**src/hkrc_pkg.sv**
```systemverilog
// Shared types and constants of the keyframe resync chunker.
package hkrc_pkg;

  localparam int unsigned TAIL_KEEP  = 5;
  localparam int unsigned HOLD_DEPTH = TAIL_KEEP - 1;
  localparam int unsigned BURST_MAX  = TAIL_KEEP;
  localparam int unsigned CNT_W      = $clog2(BURST_MAX + 1);

  localparam int unsigned LEN_W   = 10;
  localparam int unsigned LIMIT_W = 16;
  localparam int unsigned CFG_W   = 16;

  localparam logic [LEN_W-1:0]   CHUNK_LENGTH_RST  = 10'd300;
  localparam logic [LIMIT_W-1:0] SILENCE_LIMIT_RST = 16'd1000;

  localparam logic [4:0] NAL_TYPE_MASK = 5'h1F;
  localparam logic [4:0] NAL_IDR       = 5'd5;
  localparam logic [4:0] NAL_SPS       = 5'd7;

  typedef enum logic [1:0] {
    CMD_BYTE   = 2'd0,
    CMD_RESYNC = 2'd1,
    CMD_TICK   = 2'd2,
    CMD_NONE   = 2'd3
  } cmd_t;

  typedef enum logic {
    CFG_CHUNK_LENGTH  = 1'b0,
    CFG_SILENCE_LIMIT = 1'b1
  } cfg_idx_t;

  localparam logic KIND_BYTE    = 1'b0;
  localparam logic KIND_DISCARD = 1'b1;

  typedef struct packed {
    logic [1:0] cmd;
    logic [7:0] data_byte;
  } in_item_t;

  typedef struct packed {
    logic       kind;
    logic [7:0] out_byte;
    logic       chunk_end;
    logic       run_last;
  } out_item_t;

  // Results caused by one accepted item; entry 0 goes out first.
  typedef struct packed {
    logic                          kind;
    logic [CNT_W-1:0]              cnt;
    logic [BURST_MAX-1:0][7:0]     bytes;
    logic [BURST_MAX-1:0]          ends;
  } burst_t;

endpackage

```
**src/h264_keyframe_resync_chunker_unit.sv**
```systemverilog
// The first result of an item is valid in the cycle after the item is accepted.
// Throughput: one item per cycle while the output is not stalled; an item with several results
//   (start code release, four or five bytes) holds the input until its last result leaves the result register.
// Items with no result need no output slot.
// Reset (rst_n, synchronous, low): waiting for a key frame, registers at 300 and 1000.
module h264_keyframe_resync_chunker_unit (
  input  logic                       clk,
  input  logic                       rst_n,
  input  logic                       in_valid,
  output logic                       in_ready,
  input  hkrc_pkg::in_item_t         in_data,
  output logic                       out_valid,
  input  logic                       out_ready,
  output hkrc_pkg::out_item_t        out_data,
  input  logic                       cfg_we,
  input  logic                       cfg_index,
  input  logic [hkrc_pkg::CFG_W-1:0] cfg_wdata
);

  hkrc_pkg::burst_t burst;
  logic             acc;
  logic             load;

  assign acc  = in_valid && in_ready;
  assign load = acc && (burst.cnt != '0);

  hkrc_scan u_scan (
    .clk       (clk),
    .rst_n     (rst_n),
    .cfg_we    (cfg_we),
    .cfg_index (cfg_index),
    .cfg_wdata (cfg_wdata),
    .acc       (acc),
    .item      (in_data),
    .burst     (burst)
  );

  hkrc_burst u_burst (
    .clk       (clk),
    .rst_n     (rst_n),
    .load      (load),
    .burst     (burst),
    .can_take  (in_ready),
    .out_valid (out_valid),
    .out_ready (out_ready),
    .out_data  (out_data)
  );

endmodule

```
**src/hkrc_scan.sv**
```systemverilog
// Start code search, chunk position and silence tracking for each accepted item.
module hkrc_scan (
  input  logic                       clk,
  input  logic                       rst_n,
  input  logic                       cfg_we,
  input  logic                       cfg_index,
  input  logic [hkrc_pkg::CFG_W-1:0] cfg_wdata,
  input  logic                       acc,
  input  hkrc_pkg::in_item_t         item,
  output hkrc_pkg::burst_t           burst
);

  logic                                          len_zero;
  logic [hkrc_pkg::LEN_W-1:0]                    len_r;
  logic [hkrc_pkg::LIMIT_W-1:0]                  limit_r;

  logic                                          wait_r, wait_nxt;
  logic [hkrc_pkg::HOLD_DEPTH-1:0][7:0]          hold_r, hold_nxt;
  logic [2:0]                                    hold_cnt_r, hold_cnt_nxt;
  logic [hkrc_pkg::LEN_W-1:0]                    pos_r, pos_nxt;
  logic [hkrc_pkg::LIMIT_W-1:0]                  ticks_r, ticks_nxt;
  logic                                          armed_r, armed_nxt;

  logic [hkrc_pkg::LEN_W:0]                      len_ext;
  logic [hkrc_pkg::LEN_W:0]                      step;
  logic [hkrc_pkg::BURST_MAX:0][hkrc_pkg::LEN_W-1:0] chain_pos;
  logic [hkrc_pkg::BURST_MAX-1:0]                chain_end;
  logic [hkrc_pkg::LIMIT_W-1:0]                  ticks_inc;
  logic [4:0]                                    hdr_type;
  logic                                          key_hdr, rel5, rel4;

  assign len_zero = (len_r == '0);
  // A length of zero stands for 1024.
  assign len_ext = len_zero ? {1'b1, {hkrc_pkg::LEN_W{1'b0}}} : {1'b0, len_r};

  // Walk the chunk position over up to five passed bytes.
  always_comb begin
    chain_pos[0] = pos_r;
    for (int i = 0; i < hkrc_pkg::BURST_MAX; i++) begin
      step = {1'b0, chain_pos[i]} + 1'b1;
      if (step >= len_ext) begin
        chain_end[i]   = 1'b1;
        chain_pos[i+1] = '0;
      end else begin
        chain_end[i]   = 1'b0;
        chain_pos[i+1] = step[hkrc_pkg::LEN_W-1:0];
      end
    end
  end

  assign hdr_type = item.data_byte[4:0] & hkrc_pkg::NAL_TYPE_MASK;
  assign key_hdr  = (hdr_type == hkrc_pkg::NAL_SPS) || (hdr_type == hkrc_pkg::NAL_IDR);
  // hold_r[3] is the newest held byte; a four-byte code wins over a three-byte one.
  assign rel5 = key_hdr && (hold_cnt_r >= 3'd4) && (hold_r[0] == 8'h00) &&
                (hold_r[1] == 8'h00) && (hold_r[2] == 8'h00) && (hold_r[3] == 8'h01);
  assign rel4 = key_hdr && !rel5 && (hold_cnt_r >= 3'd3) && (hold_r[1] == 8'h00) &&
                (hold_r[2] == 8'h00) && (hold_r[3] == 8'h01);

  assign ticks_inc = (ticks_r == {hkrc_pkg::LIMIT_W{1'b1}}) ? ticks_r : ticks_r + 1'b1;

  always_comb begin
    wait_nxt     = wait_r;
    hold_nxt     = hold_r;
    hold_cnt_nxt = hold_cnt_r;
    pos_nxt      = pos_r;
    ticks_nxt    = ticks_r;
    armed_nxt    = armed_r;
    burst        = '0;
    burst.kind   = hkrc_pkg::KIND_BYTE;
    burst.ends   = chain_end;

    case (hkrc_pkg::cmd_t'(item.cmd))
      hkrc_pkg::CMD_BYTE: begin
        armed_nxt = 1'b1;
        ticks_nxt = '0;
        if (!wait_r) begin
          burst.cnt      = 3'd1;
          burst.bytes[0] = item.data_byte;
          pos_nxt        = chain_pos[1];
        end else if (rel5) begin
          burst.cnt   = 3'd5;
          burst.bytes = {item.data_byte, hold_r[3], hold_r[2], hold_r[1], hold_r[0]};
          pos_nxt     = chain_pos[5];
          wait_nxt     = 1'b0;
          hold_nxt     = '0;
          hold_cnt_nxt = '0;
        end else if (rel4) begin
          burst.cnt   = 3'd4;
          burst.bytes = {8'h00, item.data_byte, hold_r[3], hold_r[2], hold_r[1]};
          pos_nxt     = chain_pos[4];
          wait_nxt     = 1'b0;
          hold_nxt     = '0;
          hold_cnt_nxt = '0;
        end else begin
          // Drop the oldest byte, keep the last four.
          hold_nxt     = {item.data_byte, hold_r[3], hold_r[2], hold_r[1]};
          hold_cnt_nxt = (hold_cnt_r >= 3'd4) ? 3'd4 : hold_cnt_r + 3'd1;
        end
      end
      hkrc_pkg::CMD_RESYNC: begin
        burst.cnt    = 3'd1;
        burst.kind   = hkrc_pkg::KIND_DISCARD;
        burst.ends   = '0;
        wait_nxt     = 1'b1;
        hold_nxt     = '0;
        hold_cnt_nxt = '0;
        pos_nxt      = '0;
      end
      hkrc_pkg::CMD_TICK: begin
        if (armed_r) begin
          if (ticks_inc >= limit_r) begin
            armed_nxt    = 1'b0;
            ticks_nxt    = '0;
            burst.cnt    = 3'd1;
            burst.kind   = hkrc_pkg::KIND_DISCARD;
            burst.ends   = '0;
            wait_nxt     = 1'b1;
            hold_nxt     = '0;
            hold_cnt_nxt = '0;
            pos_nxt      = '0;
          end else begin
            ticks_nxt = ticks_inc;
          end
        end
      end
      default: begin
      end
    endcase
  end

  always_ff @(posedge clk) begin
    if (!rst_n) begin
      len_r      <= hkrc_pkg::CHUNK_LENGTH_RST;
      limit_r    <= hkrc_pkg::SILENCE_LIMIT_RST;
      wait_r     <= 1'b1;
      hold_r     <= '0;
      hold_cnt_r <= '0;
      pos_r      <= '0;
      ticks_r    <= '0;
      armed_r    <= 1'b0;
    end else begin
      if (cfg_we) begin
        case (hkrc_pkg::cfg_idx_t'(cfg_index))
          hkrc_pkg::CFG_CHUNK_LENGTH:  len_r   <= cfg_wdata[hkrc_pkg::LEN_W-1:0];
          hkrc_pkg::CFG_SILENCE_LIMIT: limit_r <= cfg_wdata[hkrc_pkg::LIMIT_W-1:0];
          default: begin
          end
        endcase
      end
      if (acc) begin
        wait_r     <= wait_nxt;
        hold_r     <= hold_nxt;
        hold_cnt_r <= hold_cnt_nxt;
        pos_r      <= pos_nxt;
        ticks_r    <= ticks_nxt;
        armed_r    <= armed_nxt;
      end
    end
  end

`ifndef NO_ASSERTIONS
  a_pass_empty_hold: assert property (@(posedge clk) disable iff (!rst_n)
    !wait_r |-> (hold_cnt_r == 3'd0))
    else $error("hold window not empty while passing");
  a_hold_cnt_range: assert property (@(posedge clk) disable iff (!rst_n)
    hold_cnt_r <= 3'd4)
    else $error("hold count beyond depth");
  a_discard_single: assert property (@(posedge clk) disable iff (!rst_n)
    (burst.kind == hkrc_pkg::KIND_DISCARD) |-> (burst.cnt == 3'd1))
    else $error("discard burst with more than one result");
`endif

endmodule

```
**src/hkrc_burst.sv**
```systemverilog
// Result register that sends out the results of one item, one per cycle while out_ready is high.
module hkrc_burst (
  input  logic                clk,
  input  logic                rst_n,
  input  logic                load,
  input  hkrc_pkg::burst_t    burst,
  output logic                can_take,
  output logic                out_valid,
  input  logic                out_ready,
  output hkrc_pkg::out_item_t out_data
);

  logic [hkrc_pkg::CNT_W-1:0]             cnt_r;
  logic                                   kind_r;
  logic [hkrc_pkg::BURST_MAX-1:0][7:0]    bytes_r;
  logic [hkrc_pkg::BURST_MAX-1:0]         ends_r;
  logic                                   take;
  logic                                   last;

  assign last      = (cnt_r == 3'd1);
  assign take      = out_valid && out_ready;
  assign out_valid = (cnt_r != '0);
  // Accept a new item when empty or while the final result of the current one leaves.
  assign can_take  = !out_valid || (out_ready && last);

  assign out_data.kind      = kind_r;
  assign out_data.out_byte  = bytes_r[0];
  assign out_data.chunk_end = ends_r[0];
  assign out_data.run_last  = last;

  always_ff @(posedge clk) begin
    if (!rst_n) begin
      cnt_r <= '0;
    end else if (load) begin
      cnt_r <= burst.cnt;
    end else if (take) begin
      cnt_r <= cnt_r - 3'd1;
    end
  end

  always_ff @(posedge clk) begin
    if (load) begin
      kind_r  <= burst.kind;
      bytes_r <= burst.bytes;
      ends_r  <= burst.ends;
    end else if (take) begin
      // Advance to the next result.
      bytes_r <= {8'h00, bytes_r[hkrc_pkg::BURST_MAX-1:1]};
      ends_r  <= {1'b0, ends_r[hkrc_pkg::BURST_MAX-1:1]};
    end
  end

`ifndef NO_ASSERTIONS
  a_cnt_range: assert property (@(posedge clk) disable iff (!rst_n)
    cnt_r <= 3'd5)
    else $error("result count beyond burst size");
  a_load_when_free: assert property (@(posedge clk) disable iff (!rst_n)
    load |-> (cnt_r == 3'd0 || (take && last)))
    else $error("burst loaded over pending results");
  a_drain_empty: assert property (@(posedge clk) disable iff (!rst_n)
    (take && last && !load) |=> (cnt_r == 3'd0))
    else $error("results remain after last one taken");
`endif

endmodule

```
**config.mk**
```make
export PLATFORM = sky130hd
export DESIGN_NAME = h264_keyframe_resync_chunker_unit
export DESIGN_NICKNAME = d
export VERILOG_FILES = /design/src/hkrc_pkg.sv /design/src/h264_keyframe_resync_chunker_unit.sv /design/src/hkrc_scan.sv /design/src/hkrc_burst.sv
export SDC_FILE = /design/constraint.sdc
export NUM_CORES = 1
export LEC_CHECK = 0
export BUFFER_PORTS_ARGS = -buffer_cell sky130_fd_sc_hd__buf_2
export CAP_MARGIN = 20
export CORE_ASPECT_RATIO = 0.6
export CORE_MARGIN = 2
export CORE_UTILIZATION = 63
export DETAILED_ROUTE_END_ITERATION = 10
export HOLD_SLACK_MARGIN = 0.05
export PLACE_DENSITY = 0.81
export SYNTH_ARGS = -nofsm -noshare
export SYNTH_HDL_FRONTEND = slang
export SYNTH_SLANG_ARGS = --single-unit
```
**constraint.sdc**
```tcl
create_clock -name clk -period 16.4 [get_ports clk]
set_input_delay 1.64 -clock clk [delete_from_list [all_inputs] [get_ports clk]]
set_output_delay 1.64 -clock clk [all_outputs]
set_load 0.005 [all_outputs]
```
== Word level (Yosys, flattened, before mapping) ==
Cells that the tools add are included.
Word-level totals
  register bits after elaboration: 138
  bits in latches: 0
  bits in writable memories: 0
  memory bits (read-only): 0
  bits of input ports: 32
  output and inout bits: 13
  logic and storage cells: 144
  memories kept: 0
Operators by class
  add/subtract/negate cells: 8
  $mul: 0
  divide/modulo/power cells: 0
  magnitude comparators: 8
  equality and inequality tests: 11
  shift operators: 0
  mux-type cells: 62
  bitwise gates (word level): 1
  reduce and logical (&&, ||, !) cells: 35
Operators with widths (count)
  $mux W32: 6
  $mux W40: 3
  $mux W10: 10
  $pmux W32 S3: 1
  $mux W43: 2
  $add A10 B1 Y11 const B: 5
  $ge A11 B11 Y1: 5
  $mux W16: 3
  $pmux W16 S2: 1
  $pmux W10 S3: 1
  $mux W3: 9
  $logic_not A8 Y1: 3
  $mux W5: 4
  $pmux W3 S3: 2
  $add A16 B1 Y16 const B: 1
  $eq A16 B16 Y1 const B: 1
  $ge A16 B16 Y1: 1
  $logic_and A1 B1 Y1: 14
  $mux W1: 12
  $mux W11: 1
  $eq A5 B3 Y1 const B: 2
  $logic_not A10 Y1: 1
  $pmux W5 S2: 1
  $reduce_and A5 Y1: 2
  other kinds (23): 34

== Longest topological paths before layout ==
Gate-level depths: netlist of the first run.
  word-level depth: 20
  depth in mapped cells: 67
  gate-level depth less buffers: 61

== By module ==
Synthesis of the first run repeated with hierarchy kept, for this count alone.
Second synthesis, totals
  cells, all modules: 1147
  area, all modules: 10168.5 um2
Modules (own cells, without submodules)
  hkrc_scan: times used 1, cells each 1009, area an instance 7962.6 um2, seq. area each 1781.7 um2
  hkrc_burst: times used 1, cells each 136, area an instance 2189.6 um2, seq. area each 1441.4 um2
  h264_keyframe_resync_chunker_unit: times used 1, cells each 2, area an instance 16.3 um2, seq. area each 0.0 um2

== Worst setup path before layout of the first run ==
OpenSTA, ideal clock, no wires.
  path kind: reg2reg
  start point: reg u_scan.pos_r[1] in the netlist's numbering
  end point: reg u_scan.pos_r[9] in the netlist's numbering
  arrival time: 13431 ps
  required time: 16341 ps
  slack: 2910 ps
  stages on the path, launching flop included: 61
  path buffers: 6
  period minus slack after synthesis: 13490 ps
  cell sequence: dfxtp_1 > ha_1 > buf_6 > nand2_1 > o31a_1 > nor2_1 > inv_1 > ha_1 > a211oi_1 > nor2_1 > nor3_2 > nand3_2 > inv_1 > ha_1 > clkbuf_1 > o211ai_1 > or2_2 > buf_2 > (+25 left out) > xor2_4 > inv_1 > ha_1 > a211o_1 > o311ai_0 > nand2_2 > or3_1 > mux2_4 > nor4_1 > xnor2_1 > ha_1 > a21o_1 > a21o_1 > a211o_1 > o22ai_1 > nand2_1 > nor4b_1 > a22o_1
Between the ends
  word-level cells in the longest chain between the ends: 18
  elaborated cells on any way between the ends: 19
RTL lines
  start, declared: RTL line hkrc_scan.sv:20  | logic [hkrc_pkg::LEN_W-1:0] pos_r, pos_nxt;
  start signal, assigned: RTL line hkrc_scan.sv:154  | pos_r <= pos_nxt;
  $add A10 B1 Y11 (*): RTL line hkrc_scan.sv:40  | step = {1'b0, chain_pos[i]} + 1'b1;
  $ge A11 B11 Y1: RTL line hkrc_scan.sv:41  | if (step >= len_ext) begin
  $mux W10 (*): RTL line hkrc_scan.sv:41
  $add A10 B1 Y11: RTL line hkrc_scan.sv:40
  $ge A11 B11 Y1: RTL line hkrc_scan.sv:41
  $mux W10: RTL line hkrc_scan.sv:41
  $add A10 B1 Y11: RTL line hkrc_scan.sv:40
  $ge A11 B11 Y1: RTL line hkrc_scan.sv:41
  (+2 left out)
  $ge A11 B11 Y1: RTL line hkrc_scan.sv:41
  $mux W10: RTL line hkrc_scan.sv:41
  $add A10 B1 Y11: RTL line hkrc_scan.sv:40
  $ge A11 B11 Y1: RTL line hkrc_scan.sv:41
  $mux W10: RTL line hkrc_scan.sv:41
  $mux W10: RTL line hkrc_scan.sv:80  | end else if (rel5) begin
  $mux W10 (*): RTL line hkrc_scan.sv:76  | if (!wait_r) begin
  $pmux W10 S3 (*): RTL line hkrc_scan.sv:72  | case (hkrc_pkg::cmd_t'(item.cmd))
Every way passes the cells marked *; elsewhere a longest branch is shown, timed or not. The select of a mux whose other input is x is not followed.
A chain may end at the register's enable or synchronous reset.

== Worst setup path in the final report of the first run ==
  start point: reg u_scan.pos_r[0] in the netlist's numbering
  end point: reg u_scan.pos_r[9] in the netlist's numbering
Same word-level chain as after synthesis.

==> load_flow_metrics.sql, run 1 <==
INSERT INTO impl_metrics (metric_group, metric, value, unit) VALUES
('run_status', 'result_of_the_run', 'finished, final reports clean', ''),
('setup_path', 'worst-endpoint-arrival', '15810', 'ps'),
('logic_synthesis', 'mux_cell_area_share_after_synthesis', '1.35', '%'),
('pwr', 'cellInternalPower', '0.790', 'mW'),
('logic_synthesis', 'netlist.top_cell.by_area', 'dfxtp_1', ''),
('sta', 'tns', '0', 'ps'),
('setup_path', 'cp_common_cell', 'ha_1', ''),
('sta', 'worst_slew_pin_slew', '1020', 'ps'),
('sta', 'layout_min_cycle_time', '15440', 'ps'),
('route', 'route.detailed.drc', '0', ''),
('pwr', 'clock_share_of_power', '32.9', '%'),
('route', 'met2_length', '11.0', 'mm'),
('floorplan', 'start_util', '64.8', '%'),
('sta', 'top_achievable_clock_speed', '64.8', 'MHz'),
('logic_synthesis', 'sequential_to_total_area_share_from_yosys_stat', '32.2', '%'),
('global_routing', 'overflow', '0', ''),
('route', 'detail_route.first_pass.iterations', '6', ''),
('pwr', 'ir_worst_vdd', '0.0000879', 'V'),
('global_routing', 'grt_start_max_net_pins', '90', ''),
('final_layout', 'syn2layout_area_growth', '8.47', '%'),
('clock_network', 'cts.repair_timing.setup_buffer_count', '0', ''),
('route', 'route.detailed.wl_per_inst', '20.5', 'um'),
('route', 'drt-met1-wl', '13.6', 'mm'),
('logic_synthesis', 'ys_top_cells_by_area', 'dfxtp_1, edfxtp_1, ha_1, nand2_1, a21boi_0', ''),
('floorplan', 'dieWidth', '167', 'um'),
('clock_network', 'tritoncts_num_sinks', '138', ''),
('global_routing', 'initial_antenna_violation_count', '0', ''),
('final_layout', 'design.final.nets', '1307', ''),
('final_layout', 'proportion_of_layout_cells_with_a_drive_suffix_above_1', '12.5', '%'),
('sta', 'setup_viol', '0', ''),
('pwr', 'power-per-cell-area', '113', 'mW/mm2'),
('route', 'met3_wirelength', '3.88', 'mm'),
('setup_path', 'crit_buf_inv', '9', ''),
('pwr', 'power.share.switching', '35.5', '%'),
('floorplan', 'num_io_pins', '45', ''),
('setup_path', 'worstPathMaxFanout', '13', ''),
('setup_path', 'slowest_cell_on_the_critical_path', 'dfxtp_1', ''),
('floorplan', 'dieArea', '0.0169', 'mm2'),
('placed_design', 'portBuffers', '44', ''),
('setup_path', 'critical_path.startpoint_type', 'register', ''),
('logic_synthesis', 'count_leader_synth', 'nand2_1', ''),
('logic_synthesis', 'synthesis.area', '0.00999', 'mm2'),
('sta', 'worst_slack', '965', 'ps'),
('route', 'top_layer', 'met4', ''),
('clock_network', 'cts_root_buffer', 'clkbuf_16', ''),
('setup_path', 'critPathMaxStageDelay', '680', 'ps'),
('clock_network', 'clk_pin_slew', '70', 'ps'),
('placed_design', 'hpwlAfterDp', '21.5', 'mm'),
('route', 'vias_after_detailed_routing', '8993', ''),
('route', 'drtIter0Drc', '1174', ''),
('logic_synthesis', 'synthDominantCellAreaShare', '18.4', '%'),
('floorplan', 'die_boundary_height', '102', 'um'),
('global_routing', 'first_global_vias', '8028', ''),
('clock_network', 'cts_made_buffers', '17', ''),
('sta', 'rsz0062_at_grt', 'false', ''),
('route', 'postRouteAntennaNets', '0', ''),
('logic_synthesis', 'postSynthRegisterBits', '138', ''),
('pwr', 'power_switching', '0.434', 'mW'),
('logic_synthesis', 'syn_avg_cell_area', '8.52', 'um2'),
('setup_path', 'worst_ep_required_time', '16770', 'ps'),
('sta', 'fraction_of_the_cycle_the_final_worst_path_needs', '94.1', '%'),
('logic_synthesis', 'main_combinational_cell_family_by_area_after_synthesis', 'simple AND/OR/NAND/NOR gates', ''),
('logic_synthesis', 'primary_ff_master_synth', 'dfxtp_1', ''),
('logic_synthesis', 'synthArstFlopShare', '0', '%'),
('global_routing', 'globalRouteTotalUtil', '34.4', '%'),
('setup_path', 'setup.worst_path.class', 'reg2reg', ''),
('clock_network', 'clock_latency_late_sink', '430', 'ps'),
('logic_synthesis', 'synthCells', '1173', ''),
('logic_synthesis', 'synthXorXnorAreaFrac', '3.87', '%'),
('pwr', 'power_frac_comb', '29.3', '%'),
('job', 'maximum_capacitance_violations', '0', '');
through the flow:
stage	utilization (%)	cells	power (mW)	area, um2	hold slack, ps
detailed placement	66.3	1371	0.812	10200	453
global placement	66.3	1371	0.803	10200	447
floorplan	-	1174	0.715	10000	435
global route	70.3	1404	1.28	10800	486
finish	70.3	1405	1.22	10800	458
CTS	70.2	1403	1.21	10800	462
power groups by stage:
stage	sequential [mW]	clock (mW)	combinational, mW
3_3_place_gp	0.464	0	0.339
3_5_place_dp	0.468	0	0.344
2_1_floorplan	0.458	0	0.258
4_1_cts	0.462	0.401	0.350
6_report	0.462	0.403	0.359
5_1_grt	0.466	0.422	0.391
cells in the final DEF (no fill, tap or decap), drive strengths merged, types with 12 or more instances in the layout:
cell type  netlist  final
o21ai           30     30
ha              87     87
edfxtp          46     46
nor3            32     32
nand3           74     74
nor2b           27     27
a21boi          54     54
o211ai          17     17
xnor2           30     30
a21oi           37     37
inv             69     77
a21o            19     19
nand4           25     25
dfxtp           92     92
o21a            16     16
nor4            24     24
nor2            52     52
and2            36     36
clkbuf          41     17
a22oi           12     12
nand2          181    181
buf             24     61
layer usage:
metal  vias up  GRT usage [%]
met5         -              0
met1      4214           52.9
met3        33           13.1
li1       4264              -
met4         0           4.91
met2       482           46.0
state kept, by name, summed over array words and instances, names as in the netlist:
signal,flops
u_scan.limit_r,16
u_scan.wait_r,1
u_burst.bytes_r,32
u_burst.out_data,8
u_scan.pos_r,10
u_burst.kind_r,1
u_scan.hold_r,32
u_scan.len_r,10
u_burst.ends_r,5
u_burst.cnt_r,3
u_scan.hold_cnt_r,3
u_scan.armed_r,1
u_scan.ticks_r,16
logic make-up (layout without fill, tap and decap cells):
group / Yosys count / count (layout)
AND/OR/NAND/NOR: 507 / 507
AO/OA/AOI/OAI: 255 / 255
flip-flops: 138 / 138
buffers and inverters: 135 / 162
adder cells (fa/ha/maj): 87 / 87
XOR/XNOR: 39 / 39
multiplexers: 11 / 11
other: 1 / 3
tightest hold or removal path: cells and delay by family, from the launching register on:
kind / cells / cell delay (ps)
AOI/OAI and AO/OA: 1 / 60
DFF: 1 / 310
and+or+nand+nor: 1 / 40
area by class of cell:
type	count	area share, %
flip-flops and latches	138	29.7
multi-input cells	901	56.7
clock inverters	15	1.68
well taps	203	2.34
inverters	69	2.39
diodes	1	0.0231
clock buffers	17	3.92
repair buffers	61	3.24
what timing repair did:
action                                  CTS  global route
gates resized for setup                   0             3
endpoints found under the setup margin    0             8
hold endpoints to repair                  0             0
worst paths after layout:
path	start	endpoint	slack [ps]	cells past startpoint
worst max-delay path	u_scan.pos_r[0]	u_scan.pos_r[9]	960	61
worst min-delay path	u_scan.hold_r[0]	u_scan.hold_r[0]	460	2
worst max register to register	u_scan.pos_r[0]	u_scan.pos_r[9]	960	61
worst min register to register	u_scan.hold_r[0]	u_scan.hold_r[0]	460	2
No activity file was read; power rests on OpenSTA's default activity.
==> run 2, diff against run 1 <==
--- a/config.mk
+++ b/config.mk
@@ -8,7 +8,6 @@
 export BUFFER_PORTS_ARGS = -buffer_cell sky130_fd_sc_hd__buf_2
 export CAP_MARGIN = 20
 export CORE_ASPECT_RATIO = 0.6
-export CORE_MARGIN = 2
 export CORE_UTILIZATION = 63
 export DETAILED_ROUTE_END_ITERATION = 10
 export HOLD_SLACK_MARGIN = 0.05
==> constraint.sdc (replaced) <==
create_clock -name clk -period 15.9 [get_ports clk]
set_input_delay 1.59 -clock clk [delete_from_list [all_inputs] [get_ports clk]]
set_output_delay 1.59 -clock clk [all_outputs]
set_load 0.005 [all_outputs]
==> run 2 against run 1 <==
- clock skew rose by 8.7 ps
- clock-buffer cell count rose by 1
- non-clock buffer count rose by 7
- core utilization rose by 0.52 points
- sequential power rose by 3%
- cell count rose by 0.43%
- final area rose by 0.74%
- critical path type unchanged
==> load_flow_metrics.sql, run 2 (same netlist as run 1, synthesis figures left out) <==
INSERT INTO impl_metrics (metric_group, metric, value, unit) VALUES
('pwr', 'clock_share_of_power', '33.0', '%'),
('sta', 'rsz0062_at_grt', 'false', ''),
('clock_network', 'cts_root_buffer', 'clkbuf_16', ''),
('hold_path', 'hold_path_end', 'u_scan.hold_r[1]', ''),
('pwr', 'ir_worst_vdd', '0.000132', 'V'),
('floorplan', 'die_boundary_height', '99.6', 'um'),
('setup_path', 'source_of_the_worst_register_to_register_timing_path', 'u_scan.pos_r[1]', ''),
('final_layout', 'antenna_cells', '0', ''),
('hold_path', 'holdPathStages', '2', ''),
('pwr', 'power_switching', '0.445', 'mW'),
('sta', 'layout_min_cycle_time', '14970', 'ps'),
('sta', 'max-slew-margin-rel', '30.7', '%'),
('pwr', 'cellInternalPower', '0.834', 'mW'),
('clock_network', 'cts_tree', 'done', ''),
('placed_design', 'placed_cells_incl_taps', '1376', ''),
('floorplan', 'num_io_pins', '45', ''),
('route', 'postRouteAntennaNets', '0', ''),
('setup_path', 'worstPathMaxFanout', '14', ''),
('global_routing', 'first_global_vias', '8224', ''),
('setup_path', 'slowest_cell_on_the_critical_path', 'or4_1', ''),
('pwr', 'total_leakage_power', '4.49', 'nW'),
('sta', 'timing.hold.ws', '458', 'ps'),
('route', 'detail_route.first_pass.iterations', '6', ''),
('hold_path', 'timing.hold.worst.class', 'reg2reg', ''),
('setup_path', 'setup.worst_path.class', 'reg2reg', ''),
('sta', 'tns', '0', 'ps'),
('job', 'maximum_capacitance_violations', '0', ''),
('setup_path', 'critical_path.endpoint_type', 'register', ''),
('pwr', 'total_power', '1.28', 'mW'),
('setup_path', 'worst-r2r-cell-count', '63', ''),
('final_layout', 'syn2layout_area_growth', '9.28', '%'),
('setup_path', 'cp_common_cell', 'ha_1', ''),
('final_layout', 'multi_input_comb_area', '0.00617', 'mm2'),
('floorplan', 'start_util', '64.8', '%'),
('final_layout', 'instances_no_fill', '1411', ''),
('sta', 'final_max_slew_viols', '0', ''),
('placed_design', 'pre_cts_ws', '847', 'ps'),
('sta', 'worst_slew_pin_slew', '1040', 'ps'),
('global_routing', 'grt_first_pass_wirelength', '45.3', 'mm'),
('clock_network', 'htree_num_levels', '4', ''),
('global_routing', 'globalRouteTotalUtil', '36.2', '%'),
('final_layout', 'final.fill_count', '1206', ''),
('setup_path', 'r2r_setup_slack', '930', 'ps'),
('run_status', 'result_of_the_run', 'finished, final reports clean', ''),
('clock_network', 'clk_pin_slew', '70', 'ps'),
('pwr', 'power_frac_comb', '29.8', '%'),
('sta', 'fraction_of_the_cycle_the_final_worst_path_needs', '94.1', '%'),
('final_layout', 'proportion_of_layout_cells_with_a_drive_suffix_above_1', '13.2', '%'),
('setup_path', 'critical_path.startpoint_type', 'register', ''),
('floorplan', 'floorplan.core_area', '0.0154', 'mm2'),
('sta', 'worst_clock_skew', '18.9', 'ps'),
('placed_design', 'postPlaceCellArea', '0.0103', 'mm2'),
('route', 'drtIter0Drc', '1045', ''),
('sta', 'setup_viol', '0', ''),
('floorplan', 'dieArea', '0.0164', 'mm2'),
('setup_path', 'critPathMaxStageDelay', '690', 'ps'),
('route', 'vias_per_cell', '6.40', ''),
('global_routing', 'initial_antenna_violation_count', '0', ''),
('final_layout', 'final-seq-area', '0.00323', 'mm2'),
('placed_design', 'hpwlAfterDp', '21.3', 'mm'),
('sta', 'worst_slack', '932', 'ps'),
('route', 'vias_after_detailed_routing', '9027', ''),
('final_layout', 'design.final.nets', '1314', ''),
('pwr', 'seq_power_share', '37.1', '%'),
('setup_path', 'worst_r2r_endpoint', 'u_scan.pos_r[1]', ''),
('final_layout', 'reg.largest.list', 'u_burst.bytes_r (32), u_scan.hold_r (32)', ''),
('final_layout', 'util_after_layout', '70.9', '%'),
('hold_path', 'hold_start', 'u_scan.hold_r[1]', ''),
('pwr', 'power-per-cell-area', '117', 'mW/mm2'),
('setup_path', 'worst_ep_required_time', '16240', 'ps'),
('global_routing', 'overflow', '0', ''),
('final_layout', 'most_frequent_standard_cell_in_the_layout_excluding_fill_and_tap_cells', 'nand2_1', ''),
('final_layout', 'layout_common_cells', 'nand2_1, dfxtp_1, ha_1', ''),
('clock_network', 'tritoncts_num_sinks', '138', ''),
('setup_path', 'worst-endpoint-arrival', '15300', 'ps'),
('global_routing', 'grt_start_max_net_pins', '90', ''),
('route', 'wl', '28.8', 'mm'),
('clock_network', 'clockBufferDepth', '2', ''),
('floorplan', 'cell_rows', '35', ''),
('sta', 'top_achievable_clock_speed', '66.8', 'MHz'),
('clock_network', 'cts_made_buffers', '17', ''),
('floorplan', 'dieWidth', '165', 'um'),
('final_layout', 'design_area', '0.0109', 'mm2'),
('pwr', 'power.share.switching', '34.8', '%'),
('route', 'route.detailed.drc', '0', ''),
('placed_design', 'portBuffers', '44', ''),
('sta', 'hold_violations', '0', ''),
('clock_network', 'clock_latency_late_sink', '420', 'ps'),
('placed_design', 'final_weighted_congestion_of_routability_driven_global_placement', '1.03', ''),
('route', 'route.detailed.wl_per_inst', '20.4', 'um');
## run 2: cell count changes in the layout (fill, tap and decap cells not counted), moves of 2 or more
cell	before	now
buf_4	16	23
clkinv_4	1	4
clkinvlp_4	3	1
inv_6	6	4
## run 2: cell type report
type | count | area share (%)
tap | 203 | 2.33
clock inverter | 14 | 1.68
clock buffer | 18 | 3.93
inverter | 69 | 2.37
multi-input combinational | 901 | 56.5
timing repair buffer | 68 | 3.70
sequential | 138 | 29.5
## run 2: metal layers
metal | share of wire [%] | up-vias | GRT usage (%)
li1 | - | 4259 | -
met1 | 49 | 4275 | 56.5
met2 | 38 | 450 | 47.7
met3 | 12 | 43 | 11.1
met4 | 1.0 | 0 | 6.77
met5 | 0 | - | 0
## run 2: what timing repair did
action                                  in CTS  in global routing
endpoints found under the setup margin       0                 11
setup buffers                                0                  2
resized for setup                            0                  8
hold buffers                                 0                  0
## run 2: worst max-delay path: cells and delay by family, from the launching register on
| family | cells | cell delay (ps) |
|---|---|---|
| simple gates | 22 | 5650 |
| compound gates | 22 | 4560 |
| flops | 1 | 560 |
| fa+ha+maj | 9 | 2450 |
| buf+inv | 9 | 1370 |
| xor+xnor | 1 | 330 |
## run 2: worst max path at each step
stage                 endpoint             from  depth (start not counted)
2_1_floorplan  u_scan.pos_r[9]  u_scan.pos_r[1]                         60
3_3_place_gp   u_scan.pos_r[0]  u_scan.pos_r[3]                         61
3_5_place_dp   u_scan.pos_r[0]  u_scan.pos_r[2]                         61
4_1_cts        u_scan.pos_r[0]  u_scan.pos_r[2]                         61
5_1_grt        u_scan.pos_r[0]  u_scan.pos_r[1]                         63
6_report       u_scan.pos_r[1]  u_scan.pos_r[1]                         63
## run 2: power groups by stage
stage          clock network (mW)  logic (mW)  registers [mW]
3_3_place_gp                    0       0.355           0.477
4_1_cts                     0.421       0.370           0.475
5_1_grt                     0.439       0.418           0.481
6_report                    0.423       0.382           0.475
2_1_floorplan                   0       0.266           0.472
3_5_place_dp                    0       0.364           0.481
